==> config.mk <==
export PLATFORM = sky130hd
export DESIGN_NAME = dstq_front
export DESIGN_NICKNAME = d
export VERILOG_FILES = /design/src/design/dstq_pkg.sv /design/src/design/dstq_front.sv
export SDC_FILE = /design/constraint.sdc
export NUM_CORES = 1
export LEC_CHECK = 0
export BUFFER_PORTS_ARGS = -buffer_cell sky130_fd_sc_hd__buf_2
export CAP_MARGIN = 20
export CORE_MARGIN = 3
export CORE_UTILIZATION = 44
export DETAILED_ROUTE_END_ITERATION = 7
export PLACE_DENSITY = 0.94
export SYNTH_ARGS = -nofsm -noshare
export SYNTH_HDL_FRONTEND = slang
export SYNTH_SLANG_ARGS = --single-unit
==> constraint.sdc <==
create_clock -name clk -period 16.23 [get_ports clk]
set_input_delay 1.623 -clock clk [delete_from_list [all_inputs] [get_ports clk]]
set_output_delay 1.623 -clock clk [all_outputs]
set_load 0.05 [all_outputs]
==> src/design/dstq_pkg.sv <==
// Shared types and constants for the deadline-sorted task queue.
package dstq_pkg;

    localparam int QUEUE_DEPTH = 16;
    localparam int OCC_W       = 5;
    localparam int FIFO_DEPTH  = 2;

    localparam logic [1:0] ACT_INSERT = 2'd0;
    localparam logic [1:0] ACT_REMOVE = 2'd1;
    localparam logic [1:0] ACT_PEEK   = 2'd2;
    localparam logic [1:0] ACT_CLEAR  = 2'd3;

    localparam logic [1:0] ST_OK    = 2'd0;
    localparam logic [1:0] ST_EMPTY = 2'd1;
    localparam logic [1:0] ST_FULL  = 2'd2;

    typedef enum logic [3:0] {
        OP_INSERT = 4'b0001,
        OP_REMOVE = 4'b0010,
        OP_PEEK   = 4'b0100,
        OP_CLEAR  = 4'b1000
    } op_t;

    typedef struct packed {
        logic [1:0]  action;
        logic [31:0] task_id;
        logic [31:0] task_deadline;
        logic [7:0]  task_kind;
        logic [31:0] created_at;
    } cmd_in_t;

    typedef struct packed {
        logic [1:0]       status;
        logic [31:0]      out_task_id;
        logic [31:0]      out_deadline;
        logic [7:0]       out_kind;
        logic [31:0]      out_created_at;
        logic [OCC_W-1:0] occupancy;
    } result_t;

    typedef struct packed {
        logic [31:0] deadline;
        logic [31:0] task_id;
        logic [7:0]  kind;
        logic [31:0] created_at;
    } slot_t;

    typedef struct packed {
        op_t   op;
        slot_t rec;
    } cmd_t;

    typedef struct packed {
        logic push;
        logic full;
    } fifo_wr_t;

endpackage

==> src/design/dstq_front.sv <==
// Front end: takes command transfers, decodes the action and feeds the command queue.
module dstq_front
(
    input  logic               clk,
    input  logic               rst_n,
    input  logic               start,
    output logic               busy,
    input  dstq_pkg::cmd_in_t  cmd,
    input  logic               fifo_full,
    output dstq_pkg::fifo_wr_t fifo_wr,
    output dstq_pkg::cmd_t     fifo_data
);

    logic           valid_reg;
    logic           valid_next;
    dstq_pkg::cmd_t hold_reg;
    dstq_pkg::cmd_t hold_next;
    dstq_pkg::op_t  op_dec;
    logic           forward;
    logic           accept;

    always_comb
    begin
        unique case (cmd.action)
            dstq_pkg::ACT_INSERT: op_dec = dstq_pkg::OP_INSERT;
            dstq_pkg::ACT_REMOVE: op_dec = dstq_pkg::OP_REMOVE;
            dstq_pkg::ACT_PEEK:   op_dec = dstq_pkg::OP_PEEK;
            default:              op_dec = dstq_pkg::OP_CLEAR;
        endcase
    end

    // The holding register frees up in the same cycle its command moves on.
    assign forward = valid_reg && !fifo_full;
    assign busy    = valid_reg && fifo_full;
    assign accept  = start && !busy;

    always_comb
    begin
        valid_next = valid_reg;
        hold_next  = hold_reg;
        if (forward)
        begin
            valid_next = 1'b0;
        end
        if (accept)
        begin
            valid_next              = 1'b1;
            hold_next.op            = op_dec;
            hold_next.rec.deadline  = cmd.task_deadline;
            hold_next.rec.task_id   = cmd.task_id;
            hold_next.rec.kind      = cmd.task_kind;
            hold_next.rec.created_at = cmd.created_at;
        end
    end

    always_ff @(posedge clk or negedge rst_n)
    begin
        if (!rst_n)
        begin
            valid_reg <= 1'b0;
        end
        else
        begin
            valid_reg <= valid_next;
        end
    end

    always_ff @(posedge clk)
    begin
        hold_reg <= hold_next;
    end

    assign fifo_wr.push = forward;
    assign fifo_wr.full = fifo_full;
    assign fifo_data    = hold_reg;

endmodule

==> metrics.yaml <==
status: "complete, no violations"
period_minus_slack_ns: 3.84
power.static_leakage_nw: 2.04
vias_per_cell: 4.50
clkTransAtPathRegs_ns: 0.10
drv_slew: 0
rows: 31
startpoint_type: "primary input"
power.total_mw: 0.582
clock_latency_ns: 0.36
worstPathMaxFanout: 5
rsz0062_at_grt: "no"
layoutNonFillerInstCount: 454
holdBufCountCts: 0
wl_per_cell_um: 17.8
ioPinCount: 221
antenna_left: 0
syn2layout_area_growth_pct: 43.0
drtIter0Drc: 80
grt_usage: 0.186
antenna_found_initial: 2
arrival_ns: 2.22
grt_pass1_wl_um: 11400
setup_ws_ns: 12.39
endpoint_kind: "primary output"
root_buffer: "clkbuf_8"
largest_register_ffs: 108
htreeDepth: 3
synth-seq-cells: 109
grt_pass1_vias: 2175
preCtsSetupSlack_ns: 12.40
synth_top_area_cell: "edfxtp_1"
grt_max_degree: 65
grt_overflow_total: 0
cts_setup_buffers: 0
seq_area_frac_synth: 0.980
hold_path_class: "flop to flop"
cp.required_ns: 14.61
syn_area_um2: 3330
p_per_area_nw_per_um2: 122
ff2ff_setup_slack_ns: 14.00
gp_congestion: 0.759
die_y_um: 93.0
postSynthAreaPerCell_um2: 28.0
syn_inst: 119
ir_worst_vdd_mv: 0.0721
cap_viol_max_count: 0
ys_warn_count: 0
fin_crit_sh: 0.237
core_um2: 7290
finalSetupTns_ns: 0
fmax_mhz: 261
hold_viol_final: 0
port_buffers: 220
crit_type: "primary input to primary output"
drive_gt1_frac: 0.670
synth_cell_types: 8
drt-total-wl_um: 8090
final_nets: 460
slew_headroom: 0.473
first_pass_iters: 4
fp.dieW_um: 93.0
ctsResizeCount: 0
drc: 0
synth_top_area_frac: 0.973
vias: 2041
tritoncts: "done"
skew_ns: 0.0183
dieArea_um2: 8660
synthTopCellsByArea: "edfxtp_1, dfrtp_1, nor2b_1"
setup_violations: 0
synth_nets: 229
cts_buffer_depth: 2
start_util: 0.457
cts_buffers: 9
worst_slew_pin_slew_ns: 0.790
antennaDiodeCount: 0
dp.cells: 438
cts_sinks: 109
[critical path: stages]
cell and delay, ns:
buf_2 0.14, nor2b_1 0.15, buf_2 0.30
[stage by stage]
step,util,instance area (um^2),hold WS (ns)
after floorplan,-,3330,0.476
after global placement,0.627,4570,0.559
after detailed placement,0.627,4570,0.574
after CTS,0.654,4770,0.596
after global routing,0.654,4770,0.635
final,0.654,4770,0.595
[per-layer routing]
| layer | vias up | wire length, um | GRT usage |
|---|---|---|---|
| met4 | 4 | 129 | 0.0708 |
| met1 | 959 | 2570 | 0.181 |
| met5 | - | 32 | 0 |
| met2 | 127 | 4530 | 0.348 |
| li1 | 937 | - | - |
| met3 | 14 | 832 | 0.0756 |
[layout by cell type, fill, tap and decap left out]
cell and instances:
inv_6 2, clkinv_2 1, buf_2 220, a21boi_4 1, dfrtp_1 1, edfxtp_1 108
clkbuf_1 1, buf_4 2, clkbuf_8 9, nor2b_1 3, bufinv_16 1, and2_1 2
nor2_1 1, clkinv_4 1, clkinvlp_4 1, a21o_1 1
[kinds of logic (layout without fill, tap and decap cells)]
family                 count (synthesis)  count (layout)  share of synthesized area
and+or+nand+nor                        6               6                     0.0105
buffers and inverters                  2             238                    0.00450
AOI/OAI and AO/OA                      2               2                    0.00451
DFF                                  109             109                      0.980
[path summary, 6_finish.rpt]
kind,cells past startpoint,startpoint,endpoint
setup / recovery,3,fifo_full,fifo_wr[1]
hold / removal,1,valid_reg,valid_reg
setup reg to reg,3,valid_reg,fifo_data[57]
hold reg to reg,1,valid_reg,valid_reg
max in group asynchronous,1,rst_n,valid_reg
min in group asynchronous,1,rst_n,valid_reg
[area by class of cell]
cell class | count | area [um^2]
tap | 99 | 124
clock inverter | 6 | 68.8
timing repair buffer | 222 | 1120
fill | 542 | 2530
sequential | 109 | 3270
clock buffer | 10 | 128
multi-input combinational | 8 | 61.3
[synthesized netlist by cell type]
| library cell | number |
|---|---|
| a21o_1 | 1 |
| nor2_1 | 1 |
| a21boi_0 | 1 |
| and2_1 | 2 |
| buf_4 | 2 |
| dfrtp_1 | 1 |
| nor2b_1 | 3 |
| edfxtp_1 | 108 |
[report_power, final]
| group | total [mW] | internal, mW | leakage (nW) | switching, mW |
|---|---|---|---|---|
| Combinational | 0.0899 | 0.0199 | 0.905 | 0.0700 |
| Clock | 0.160 | 0.0726 | 0.0973 | 0.0877 |
| Sequential | 0.332 | 0.328 | 1.04 | 0.00390 |
| Total | 0.582 | 0.420 | 2.04 | 0.162 |
No activity file was read; power rests on OpenSTA's default activity.
