## config.mk

```make
export PLATFORM = sky130hd
export DESIGN_NAME = dstq_cmd_fifo
export DESIGN_NICKNAME = d
export VERILOG_FILES = /design/src/design/dstq_pkg.sv /design/src/design/dstq_cmd_fifo.sv
export SDC_FILE = /design/constraint.sdc
export NUM_CORES = 1
export LEC_CHECK = 0
export ABC_AREA = 1
export BUFFER_PORTS_ARGS = -buffer_cell sky130_fd_sc_hd__buf_2
export CORE_MARGIN = 2
export CORE_UTILIZATION = 55
export CTS_CLUSTER_SIZE = 25
export DETAILED_ROUTE_END_ITERATION = 10
export PLACE_DENSITY_LB_ADDON = 0.3
export SLEW_MARGIN = 40
export SYNTH_ARGS = -nofsm -noshare
export SYNTH_HDL_FRONTEND = slang
export SYNTH_SLANG_ARGS = --single-unit
```

## constraint.sdc

```tcl
create_clock -name clk -period 15 [get_ports clk]
set_input_delay 3 -clock clk [delete_from_list [all_inputs] [get_ports clk]]
set_output_delay 3 -clock clk [all_outputs]
set_load 0.02 [all_outputs]
```

## src/design/dstq_pkg.sv

```systemverilog
// Shared types and constants for the deadline-sorted task queue.
package dstq_pkg;

    localparam int QUEUE_DEPTH = 16;
    localparam int OCC_W       = 5;
    localparam int FIFO_DEPTH  = 2;

    localparam logic [1:0] ACT_INSERT = 2'd0;
    localparam logic [1:0] ACT_REMOVE = 2'd1;
    localparam logic [1:0] ACT_PEEK   = 2'd2;
    localparam logic [1:0] ACT_CLEAR  = 2'd3;

    localparam logic [1:0] ST_OK    = 2'd0;
    localparam logic [1:0] ST_EMPTY = 2'd1;
    localparam logic [1:0] ST_FULL  = 2'd2;

    typedef enum logic [3:0] {
        OP_INSERT = 4'b0001,
        OP_REMOVE = 4'b0010,
        OP_PEEK   = 4'b0100,
        OP_CLEAR  = 4'b1000
    } op_t;

    typedef struct packed {
        logic [1:0]  action;
        logic [31:0] task_id;
        logic [31:0] task_deadline;
        logic [7:0]  task_kind;
        logic [31:0] created_at;
    } cmd_in_t;

    typedef struct packed {
        logic [1:0]       status;
        logic [31:0]      out_task_id;
        logic [31:0]      out_deadline;
        logic [7:0]       out_kind;
        logic [31:0]      out_created_at;
        logic [OCC_W-1:0] occupancy;
    } result_t;

    typedef struct packed {
        logic [31:0] deadline;
        logic [31:0] task_id;
        logic [7:0]  kind;
        logic [31:0] created_at;
    } slot_t;

    typedef struct packed {
        op_t   op;
        slot_t rec;
    } cmd_t;

    typedef struct packed {
        logic push;
        logic full;
    } fifo_wr_t;

endpackage

```

## src/design/dstq_cmd_fifo.sv

```systemverilog
// Short command queue between the front end and the execution back end.
module dstq_cmd_fifo
(
    input  logic               clk,
    input  logic               rst_n,
    input  dstq_pkg::fifo_wr_t wr,
    input  dstq_pkg::cmd_t     wr_data,
    input  logic               pop,
    output logic               full,
    output logic               not_empty,
    output dstq_pkg::cmd_t     rd_data
);

    localparam int PTR_W = $clog2(dstq_pkg::FIFO_DEPTH);
    localparam int CNT_W = $clog2(dstq_pkg::FIFO_DEPTH + 1);

    dstq_pkg::cmd_t   mem [dstq_pkg::FIFO_DEPTH];
    logic [PTR_W-1:0] wr_ptr_reg;
    logic [PTR_W-1:0] wr_ptr_next;
    logic [PTR_W-1:0] rd_ptr_reg;
    logic [PTR_W-1:0] rd_ptr_next;
    logic [CNT_W-1:0] count_reg;
    logic [CNT_W-1:0] count_next;
    logic             do_push;
    logic             do_pop;

    assign full      = count_reg == CNT_W'(dstq_pkg::FIFO_DEPTH);
    assign not_empty = count_reg != '0;
    assign do_push   = wr.push && !wr.full;
    assign do_pop    = pop && not_empty;
    assign rd_data   = mem[rd_ptr_reg];

    always_comb
    begin
        wr_ptr_next = wr_ptr_reg;
        rd_ptr_next = rd_ptr_reg;
        count_next  = count_reg;
        if (do_push)
        begin
            wr_ptr_next = (wr_ptr_reg == PTR_W'(dstq_pkg::FIFO_DEPTH - 1)) ? '0
                          : wr_ptr_reg + 1'b1;
        end
        if (do_pop)
        begin
            rd_ptr_next = (rd_ptr_reg == PTR_W'(dstq_pkg::FIFO_DEPTH - 1)) ? '0
                          : rd_ptr_reg + 1'b1;
        end
        if (do_push && !do_pop)
        begin
            count_next = count_reg + 1'b1;
        end
        else if (do_pop && !do_push)
        begin
            count_next = count_reg - 1'b1;
        end
    end

    always_ff @(posedge clk or negedge rst_n)
    begin
        if (!rst_n)
        begin
            wr_ptr_reg <= '0;
            rd_ptr_reg <= '0;
            count_reg  <= '0;
        end
        else
        begin
            wr_ptr_reg <= wr_ptr_next;
            rd_ptr_reg <= rd_ptr_next;
            count_reg  <= count_next;
        end
    end

    always_ff @(posedge clk)
    begin
        if (do_push)
        begin
            mem[wr_ptr_reg] <= wr_data;
        end
    end

endmodule

```

==> impl_metrics.ini <==
[sta]
tightest_slew_ns = 0.7643
rsz0062_at_grt = false
maxSlewHeadroom_pct = 49.05
skew_ns = 0.01454
setup_tns_ns = 0
finalSetupViolations = 0
final_max_slew_viol_count = 0
min_period_ns = 5.588
fin_crit_sh_pct = 37.25
hold_viol_final = 0
timing.fmax_ghz = 0.1789

[setup_path]
worstPathRequired_ns = 12.00
path_max_fanout = 69
cp-start-kind = flip-flop
worst-setup-path-type = reg -> out
r2r_cells = 3
worst_ep_arrival_time_ns = 2.59
crit_start = rd_ptr_reg$_DFFE_PN0P_
r2r-start = wr_ptr_reg$_DFFE_PN0P_
end_kind = output port

[power]
p_per_area_nw_per_um2 = 186.4
p_leak_nw = 4.328
ir_drop_mv = 0.2104

[route]
vias = 5073
drc_errors = 0
routed_via_density = 4.974
detail_route.iter0.violations = 313
wl_um = 16130
drt-pass1-iter-count = 4
drtAntennaViolNets = 0
wl_per_cell_um = 15.82

[clock_network]
htreeDepth = 1
cts_buffer_depth = 3
cts_tree = yes
cts.sinks = 220
clockRootBuffer = clkbuf_16
post_cts_buffers = 0
post_cts_resized = 0
cts_buffers = 22
clk_pin_slew_ns = 0.06
worstSkewPairLatency_ns = 0.49
holdBufCountCts = 0

[yosys]
synth_seq_cells = 220
synthesis.nets = 707
synth_top_cell_area_share_pct = 80.62
syn_inst = 593
yosys_warnings = 0
syn_area_um2 = 8045
synth-seq-area-share_pct = 81.87
synth.distinct_cells = 15
synth_top_area_cell = edfxtp_1
syn_avg_cell_area_um2 = 13.57
synthTopCellsByArea = edfxtp_1 81%, nand2_1 16%, dfrtp_1 1.2%, buf_2 0.62%, clkbuf_1 0.42%

[finish]
largest_reg_flops = 216
area_growth_pct = 24.48
insertedDiodeCount = 0
utilization_pct = 69.43
design_area_um2 = 10010
drive_gt1_share_pct = 30.98
nets = 937
stdcell_count = 1020

[min_path]
min_from = count_reg[1]$_DFFE_PN0P_
hp-class = reg -> reg
holdPathStages = 2

[global_routing]
grt_pass1_vias = 5048
grt_pass1_wl_um = 25230
grt_util_all_layers_pct = 20.31
antenna_found_initial = 0
grt_start_max_net_pins = 99
overflow = 0

[outcome]
run_status = completed

[floorplan]
fp.dieH_um = 124.9
rows = 44
core-area_um2 = 14420
start_util_pct = 55.78
die_w_um = 124.9
top_level_ports = 223
die-area_um2 = 15610

[place]
io_buffers = 222
gp_congestion = 0.7744
dp_hpwl_um = 10530
dpl_cell_area_um2 = 9354
dp.cells = 983

[job]
maxCapViolCount = 0
==> routing by layer <==
metal	vias to the layer above	routed length [µm]	track usage [%]	share of wire, %
li1	2455	-	-	-
met3	31	1346	5.520	8.3
met5	-	0	0	0
met1	2393	6543	27.09	41
met4	0	395	5.229	2.4
met2	194	7847	33.82	49
==> cells by family after synthesis <==
group,after synthesis,share of synthesized area (%)
adders and majority gates,1,0.1555
buffers and inverters,31,1.882
DFF,220,81.87
xor gates and xnor gates,2,0.2178
and+or+nand+nor,339,15.88
==> critical path: stages, from the launching register on <==
cell and delay (ns):
dfrtp_4 0.55, clkinv_2 0.43, buf_4 0.68, nand2_1 0.10, nand2_1 0.13, buf_2 0.18
==> cell usage in the layout (no fill, tap or decap), types with 2 or more instances in the layout <==
| master | count |
|---|---|
| nand2_1 | 333 |
| buf_6 | 2 |
| inv_1 | 7 |
| edfxtp_1 | 216 |
| nand3_1 | 2 |
| clkbuf_16 | 23 |
| dfrtp_1 | 3 |
| clkinv_1 | 6 |
| clkinv_2 | 3 |
| clkbuf_1 | 5 |
| buf_4 | 4 |
| nor2_4 | 2 |
| buf_2 | 222 |
==> per-stage QoR <==
step | power [mW] | setup WS, ns | hold slack (ns)
4_1_cts | 1.890 | 9.345 | 0.4953
2_1_floorplan | 1.196 | 6.791 | 0.4417
3_3_place_gp | 1.376 | 9.905 | 0.4572
3_5_place_dp | 1.391 | 9.868 | 0.4795
6_report | 1.866 | 9.412 | 0.4946
5_1_grt | 1.968 | 9.210 | 0.5178
==> final cells by class <==
class | instances | area, µm²
flip-flops and latches | 220 | 6590
fillers | 1022 | 4409
multi-input cells | 342 | 1323
repair buffers | 229 | 1184
clock buffers | 28 | 594.3
well taps | 184 | 230.2
clock inverters | 9 | 62.56
inverters | 8 | 31.28
==> power breakdown <==
part	internal (mW)	switching, mW	total [mW]	leakage (nW)
Clock	0.294	0.203	0.497	0.321
Combinational	0.165	0.428	0.593	1.98
Sequential	0.755	0.0216	0.777	2.03
==> cell usage after synthesis (all sizes together) <==
cell type	instances
clkbuf	9
xor2	1
nand2	333
ha	1
xnor2	1
edfxtp	216
dfrtp	4
inv	8
buf	14
nor2	3
nand4	1
nand3	2
==> worst paths after layout <==
path	slack (ns)	endpoint
max reg2reg	13.44	mem[0][52]$_DFFE_PP_
min reg2reg	0.49	count_reg[1]$_DFFE_PN0P_
max	9.41	rd_data[2]
max in group asynchronous	12.54	rd_ptr_reg$_DFFE_PN0P_
min in group asynchronous	2.31	count_reg[1]$_DFFE_PN0P_
min	0.49	count_reg[1]$_DFFE_PN0P_
(Power assumes the default switching activity.)
