**config.mk**
```make
export PLATFORM = sky130hd
export DESIGN_NAME = dstq_back
export DESIGN_NICKNAME = d
export VERILOG_FILES = /design/src/design/dstq_pkg.sv /design/src/design/dstq_back.sv
export SDC_FILE = /design/constraint.sdc
export NUM_CORES = 2
export LEC_CHECK = 0
export BUFFER_PORTS_ARGS = -buffer_cell sky130_fd_sc_hd__clkbuf_2
export CORE_ASPECT_RATIO = 0.7
export CORE_UTILIZATION = 40
export CTS_CLUSTER_DIAMETER = 120
export DETAILED_ROUTE_END_ITERATION = 8
export PLACE_DENSITY = 0.68
export SETUP_SLACK_MARGIN = 0.05
export SLEW_MARGIN = 40
export SYNTH_ARGS = -nofsm -noshare
export SYNTH_HDL_FRONTEND = slang
export SYNTH_SLANG_ARGS = --single-unit
```
**constraint.sdc**
```tcl
create_clock -name clk -period 9.1 [get_ports clk]
set_input_delay 1.365 -clock clk [delete_from_list [all_inputs] [get_ports clk]]
set_output_delay 1.365 -clock clk [all_outputs]
set_load 0.005 [all_outputs]
```
**src/design/dstq_pkg.sv**
```systemverilog
// Shared types and constants for the deadline-sorted task queue.
package dstq_pkg;

    localparam int QUEUE_DEPTH = 16;
    localparam int OCC_W       = 5;
    localparam int FIFO_DEPTH  = 2;

    localparam logic [1:0] ACT_INSERT = 2'd0;
    localparam logic [1:0] ACT_REMOVE = 2'd1;
    localparam logic [1:0] ACT_PEEK   = 2'd2;
    localparam logic [1:0] ACT_CLEAR  = 2'd3;

    localparam logic [1:0] ST_OK    = 2'd0;
    localparam logic [1:0] ST_EMPTY = 2'd1;
    localparam logic [1:0] ST_FULL  = 2'd2;

    typedef enum logic [3:0] {
        OP_INSERT = 4'b0001,
        OP_REMOVE = 4'b0010,
        OP_PEEK   = 4'b0100,
        OP_CLEAR  = 4'b1000
    } op_t;

    typedef struct packed {
        logic [1:0]  action;
        logic [31:0] task_id;
        logic [31:0] task_deadline;
        logic [7:0]  task_kind;
        logic [31:0] created_at;
    } cmd_in_t;

    typedef struct packed {
        logic [1:0]       status;
        logic [31:0]      out_task_id;
        logic [31:0]      out_deadline;
        logic [7:0]       out_kind;
        logic [31:0]      out_created_at;
        logic [OCC_W-1:0] occupancy;
    } result_t;

    typedef struct packed {
        logic [31:0] deadline;
        logic [31:0] task_id;
        logic [7:0]  kind;
        logic [31:0] created_at;
    } slot_t;

    typedef struct packed {
        op_t   op;
        slot_t rec;
    } cmd_t;

    typedef struct packed {
        logic push;
        logic full;
    } fifo_wr_t;

endpackage

```
**src/design/dstq_back.sv**
```systemverilog
// Back end: sorted slot chain that executes one queued command per cycle.
module dstq_back
(
    input  logic              clk,
    input  logic              rst_n,
    input  logic              cmd_valid,
    input  dstq_pkg::cmd_t    cmd_head,
    output logic              pop,
    output logic              done,
    output dstq_pkg::result_t result
);

    localparam int DEPTH = dstq_pkg::QUEUE_DEPTH;
    localparam int OCC_W = dstq_pkg::OCC_W;

    dstq_pkg::slot_t   slot_reg [DEPTH];
    dstq_pkg::slot_t   slot_next [DEPTH];
    logic [OCC_W-1:0]  count_reg;
    logic [OCC_W-1:0]  count_next;
    logic              done_reg;
    logic              done_next;
    dstq_pkg::result_t result_reg;
    dstq_pkg::result_t result_next;
    logic [DEPTH-1:0]  place;
    logic              is_full;
    logic              is_empty;

    assign pop      = cmd_valid;
    assign is_full  = count_reg == OCC_W'(DEPTH);
    assign is_empty = count_reg == '0;

    // Every slot compares against the new deadline at once. Slots past the
    // fill level count as later, so the flags rise monotonically along the chain.
    always_comb
    begin
        for (int i = 0; i < DEPTH; i++)
        begin
            place[i] = (OCC_W'(i) >= count_reg) ||
                       (slot_reg[i].deadline > cmd_head.rec.deadline);
        end
    end

    always_comb
    begin
        for (int i = 0; i < DEPTH; i++)
        begin
            slot_next[i] = slot_reg[i];
        end
        count_next  = count_reg;
        done_next   = cmd_valid;
        result_next = '0;

        if (cmd_valid)
        begin
            unique case (cmd_head.op)
                dstq_pkg::OP_INSERT:
                begin
                    if (is_full)
                    begin
                        result_next.status = dstq_pkg::ST_FULL;
                    end
                    else
                    begin
                        for (int i = 0; i < DEPTH; i++)
                        begin
                            if (i > 0 && place[(i > 0) ? i - 1 : 0])
                            begin
                                slot_next[i] = slot_reg[(i > 0) ? i - 1 : 0];
                            end
                            else if (place[i])
                            begin
                                slot_next[i] = cmd_head.rec;
                            end
                        end
                        count_next = count_reg + 1'b1;
                    end
                end
                dstq_pkg::OP_REMOVE, dstq_pkg::OP_PEEK:
                begin
                    if (is_empty)
                    begin
                        result_next.status = dstq_pkg::ST_EMPTY;
                    end
                    else
                    begin
                        result_next.out_task_id    = slot_reg[0].task_id;
                        result_next.out_deadline   = slot_reg[0].deadline;
                        result_next.out_kind       = slot_reg[0].kind;
                        result_next.out_created_at = slot_reg[0].created_at;
                        if (cmd_head.op == dstq_pkg::OP_REMOVE)
                        begin
                            for (int i = 0; i < DEPTH - 1; i++)
                            begin
                                slot_next[i] = slot_reg[i + 1];
                            end
                            count_next = count_reg - 1'b1;
                        end
                    end
                end
                dstq_pkg::OP_CLEAR:
                begin
                    count_next = '0;
                end
                default:
                begin
                    count_next = count_reg;
                end
            endcase
            result_next.occupancy = count_next;
        end
    end

    always_ff @(posedge clk or negedge rst_n)
    begin
        if (!rst_n)
        begin
            count_reg <= '0;
            done_reg  <= 1'b0;
        end
        else
        begin
            count_reg <= count_next;
            done_reg  <= done_next;
        end
    end

    always_ff @(posedge clk)
    begin
        for (int i = 0; i < DEPTH; i++)
        begin
            slot_reg[i] <= slot_next[i];
        end
        result_reg <= result_next;
    end

    assign done   = done_reg;
    assign result = result_reg;

endmodule
```
==> impl_results.md <==
* Routed Antenna Nets at 0
* PwrDens at 211.5 mW/mm2
* Switching share of power at 31.79%
* Fraction of layout cells with a size suffix above 1 at 9.201%
* Leakage Power at 38.04 nW
* GRT overflow at 0
* Gate Count Post-Synth at 9138
* FILL cells at 22.27k
* Synth Area in Simple Gates at 19.08%
* Fin worst setup slack at 2.669 ns
* Post-CTS Setup Repair Bufs at 0
* Number of global-route vias before repair at 78.07k
* Peak supply drop at 0.0001611 V
* Clock latency on the worst-skew pair at 0.90 ns
* Post_cts resized at 0
* Cell area after layout at 0.1077 mm2
* First-pass GRT wire length at 545.6 mm
* Place WS at 2.569 ns
* Slew margin rel. at 31.80%
* Largest net degree at the start of global routing at 191
* RSZ-0062 raised after global routing: no
* # IOs at 224
* Post-synth EDFFs at 1664
* Crit-path max FO at 124
* Post-Synth Adder-Cell Area at 6.630%
* Worst path bufs/invs at 4
* Post-DP HPWL at 222.2 mm
* Area share of the largest cell type after synthesis at 51.22%
* Setup TNS at 0 ns
* Pre-antenna DRT Iters at 9
* Worst-path cell chain: clkbuf_2 -> clkinv_1 -> ha_1 -> nand2_1 -> o21ai_0 -> a21oi_1 -> o211ai_1 -> a22o_4 -> buf_12 -> buf_4 -> nand4_1 -> o211ai_1
* Endpoints failing setup at 0
* TritonCTS Buffers at 190
* GPL Wtd Cong at 0.9858
* Complex-gate fraction of the synthesized area at 15.19%
* Max Cap Viol at 0
* Die ar. at 0.2459 mm2
* Distinct cells, synth at 71
* Initial antenna violation count at 53
* Logic pwr share at 22.6%
* CTS tree: built
* Core area at 0.2422 mm2
* Via density at 6.925
* CTS H-tree lvls at 4
* Gr usage total at 29.58%
* Maximum root-to-sink buffer count at 4
* CP Capture Type: flip-flop
* Clock power share at 34.5%
* Dpl cells at 11.75k
* Final Cycle Share at 70.67%
* Most numerous cell on the critical path: o211ai_1
* FP Rows at 151
* Worst Path Arrival at 7.08 ns
* TritonCTS Sinks at 1781
* Syn Area/Cell at 10.68 um2
* Synth top area cells: edfxtp_1 51%, o211ai_1 8.2%, ha_1 6.6%, nand4_1 5.9%, nand2_1 5.9%
* Placed cell area at 0.1013 mm2
* Syn_nets at 9766
* Overall power at 22.77 mW
* Routed WL per cell at 31.08 um
* Yosys reg bits at 1781
* Post-synth top cells: 1664 x edfxtp_1, 1536 x nand2_1, 1060 x o211ai_1
* Post-layout min period at 6.431 ns
* Drt total wl at 376.9 mm
* Slew Limit Fails at 0
* Layout net count at 9370
* Critical path required time at 9.75 ns
* Die W at 592.3 um
* Int Power at 15.53 mW
* Startpoint Class: input pin
* Post-synthesis mux area share at 1.211%
* Initial core utilization at 40.28%
* FMAX at 155.5 MHz
* Root Driver: clkbuf_16
* Top_reg_cell synth: edfxtp_1
* Mapped Area at 0.09756 mm2
* Status: finished, final reports clean
* Worst path top cell family by delay: compound AO/OA/AOI/OAI gates
* Cts hold-fix bufs at 0
* Worst-Margin Slew at 1.012 ns
* Layout Skew at 0.09159 ns
* Synth warn at 0
* Crit-path slowest cell: o21ai_0
* Non-filler cells, final at 12.13k
* Buffers on Ports at 223
* Main combinational cell family by area after synthesis: simple AND/OR/NAND/NOR gates
* Post-synth top area cell: edfxtp_1
* Synth async-reset ratio at 0.3369%
* P_sw at 7.240 mW
* Type of the most critical hold path: input pin to async pin
* Clock slew at reported path FFs at 0.06 ns
* Via count at 83.98k
* Crit-path max cell delay at 0.78 ns
* Post-route DRC violation count at 0
* WS Path Type: input pin to flip-flop
* Synth Area in XOR/XNOR at 0.02693%
* Most frequent cell after synthesis: edfxtp_1
* Max FFs per register at 1664
* Sequential Area at 0.05234 mm2
* Final hold vios at 0
* Flop pwr share at 43.0%
* Drt first-iter violations at 14.87k
* Area growth from synthesis to layout at 10.38%
* Multi-input logic area at 0.04160 mm2
* Die height at 415.2 um
* Seq/Total Area, Yosys at 53.65%
==> worst paths after layout <==
check,slack [ns],endpoint,cells after the start,from
setup / recovery,2.67,slot_reg[0][130]$_DFFE_PP_,12,cmd_head[79]
hold / removal,0.33,done$_DFF_PN0_,1,rst_n
setup reg to reg,3.64,slot_reg[0][130]$_DFFE_PP_,10,slot_reg[0][79]$_DFFE_PP_
hold reg to reg,0.48,result[85]$_SDFF_PP0_,1,slot_reg[0][48]$_DFFE_PP_
max in group asynchronous,8.54,count_reg[3]$_DFFE_PN0P_,1,rst_n
min in group clk,0.48,result[85]$_SDFF_PP0_,1,slot_reg[0][48]$_DFFE_PP_
==> layout by cell type (no fill, tap or decap), types with 18 or more instances in the layout <==
cell type  instances
edfxtp_1        1664
nand2_1         1534
o211ai_1        1060
nand4_1          925
ha_1             517
nand3_1          478
a221o_1          420
nor3_1           336
clkbuf_2         223
clkbuf_16        195
a21oi_1          180
and3_1           179
nor2_1           116
dfxtp_1          111
and2_1           106
mux2_2           104
buf_4             74
o21ai_0           69
a21o_1            55
buf_12            52
inv_1             51
clkinv_1          47
clkbuf_1          41
nor2b_1           32
a211oi_1          27
clkinv_2          26
diode_2           24
buf_16            18
==> cells by family (layout without fill, tap and decap cells) <==
logic type               count (synthesis)  in the layout
buffers and inverters                 1035            787
adder cells (fa/ha/maj)                517            517
multiplexers                           105            105
XOR/XNOR                                 3              3
AND/OR/NAND/NOR                       3789           3789
AO/OA/AOI/OAI                         1908           1908
flip-flops                            1781           1781
other                                    0             24
==> routing by layer <==
layer  global-route usage [%]  up-vias  wire (um)
li1                         -    35348          -
met1                    43.09    41032     154700
met2                    40.25     6637     153300
met3                    9.422      937      54070
met4                    11.70       24      14620
met5                        0        -        170
==> through the flow <==
| stage | hold WS (ns) | utilization, % |
|---|---|---|
| floorplan | 0.4477 | - |
| global placement | 0.4692 | 41.62 |
| detailed placement | 0.4558 | 41.83 |
| CTS | 0.2937 | 44.30 |
| global route | 0.3242 | 44.45 |
| finish | 0.3320 | 44.46 |
==> worst reg2reg max path, delay by kind of cell, from the launching register on <==
kind	cells	cell delay [ns]
flip-flops	1	0.55
AND/OR/NAND/NOR	2	0.29
buffers and inverters	2	1.45
AO/OA/AOI/OAI	5	2.55
adder cells (fa/ha/maj)	1	0.41
==> area by class of cell <==
type / count / share of cell area (%)
sequential: 1781 / 48.60
tap: 3213 / 3.733
antenna: 24 / 0.05577
multi-input combinational: 6322 / 38.64
timing repair buffer: 388 / 3.213
clock buffer: 244 / 4.777
inverter: 59 / 0.2057
clock inverter: 96 / 0.7750
==> power by group through the flow <==
stage	logic (mW)	clock network [mW]	registers (mW)
5_1_grt	5.45	8.20	9.80
2_1_floorplan	3.36	0	9.88
6_report	5.14	7.86	9.78
4_1_cts	4.96	7.91	9.77
3_3_place_gp	4.76	0	9.94
3_5_place_dp	4.95	0	9.94
Note: power is estimated with default switching activity, not from simulation.
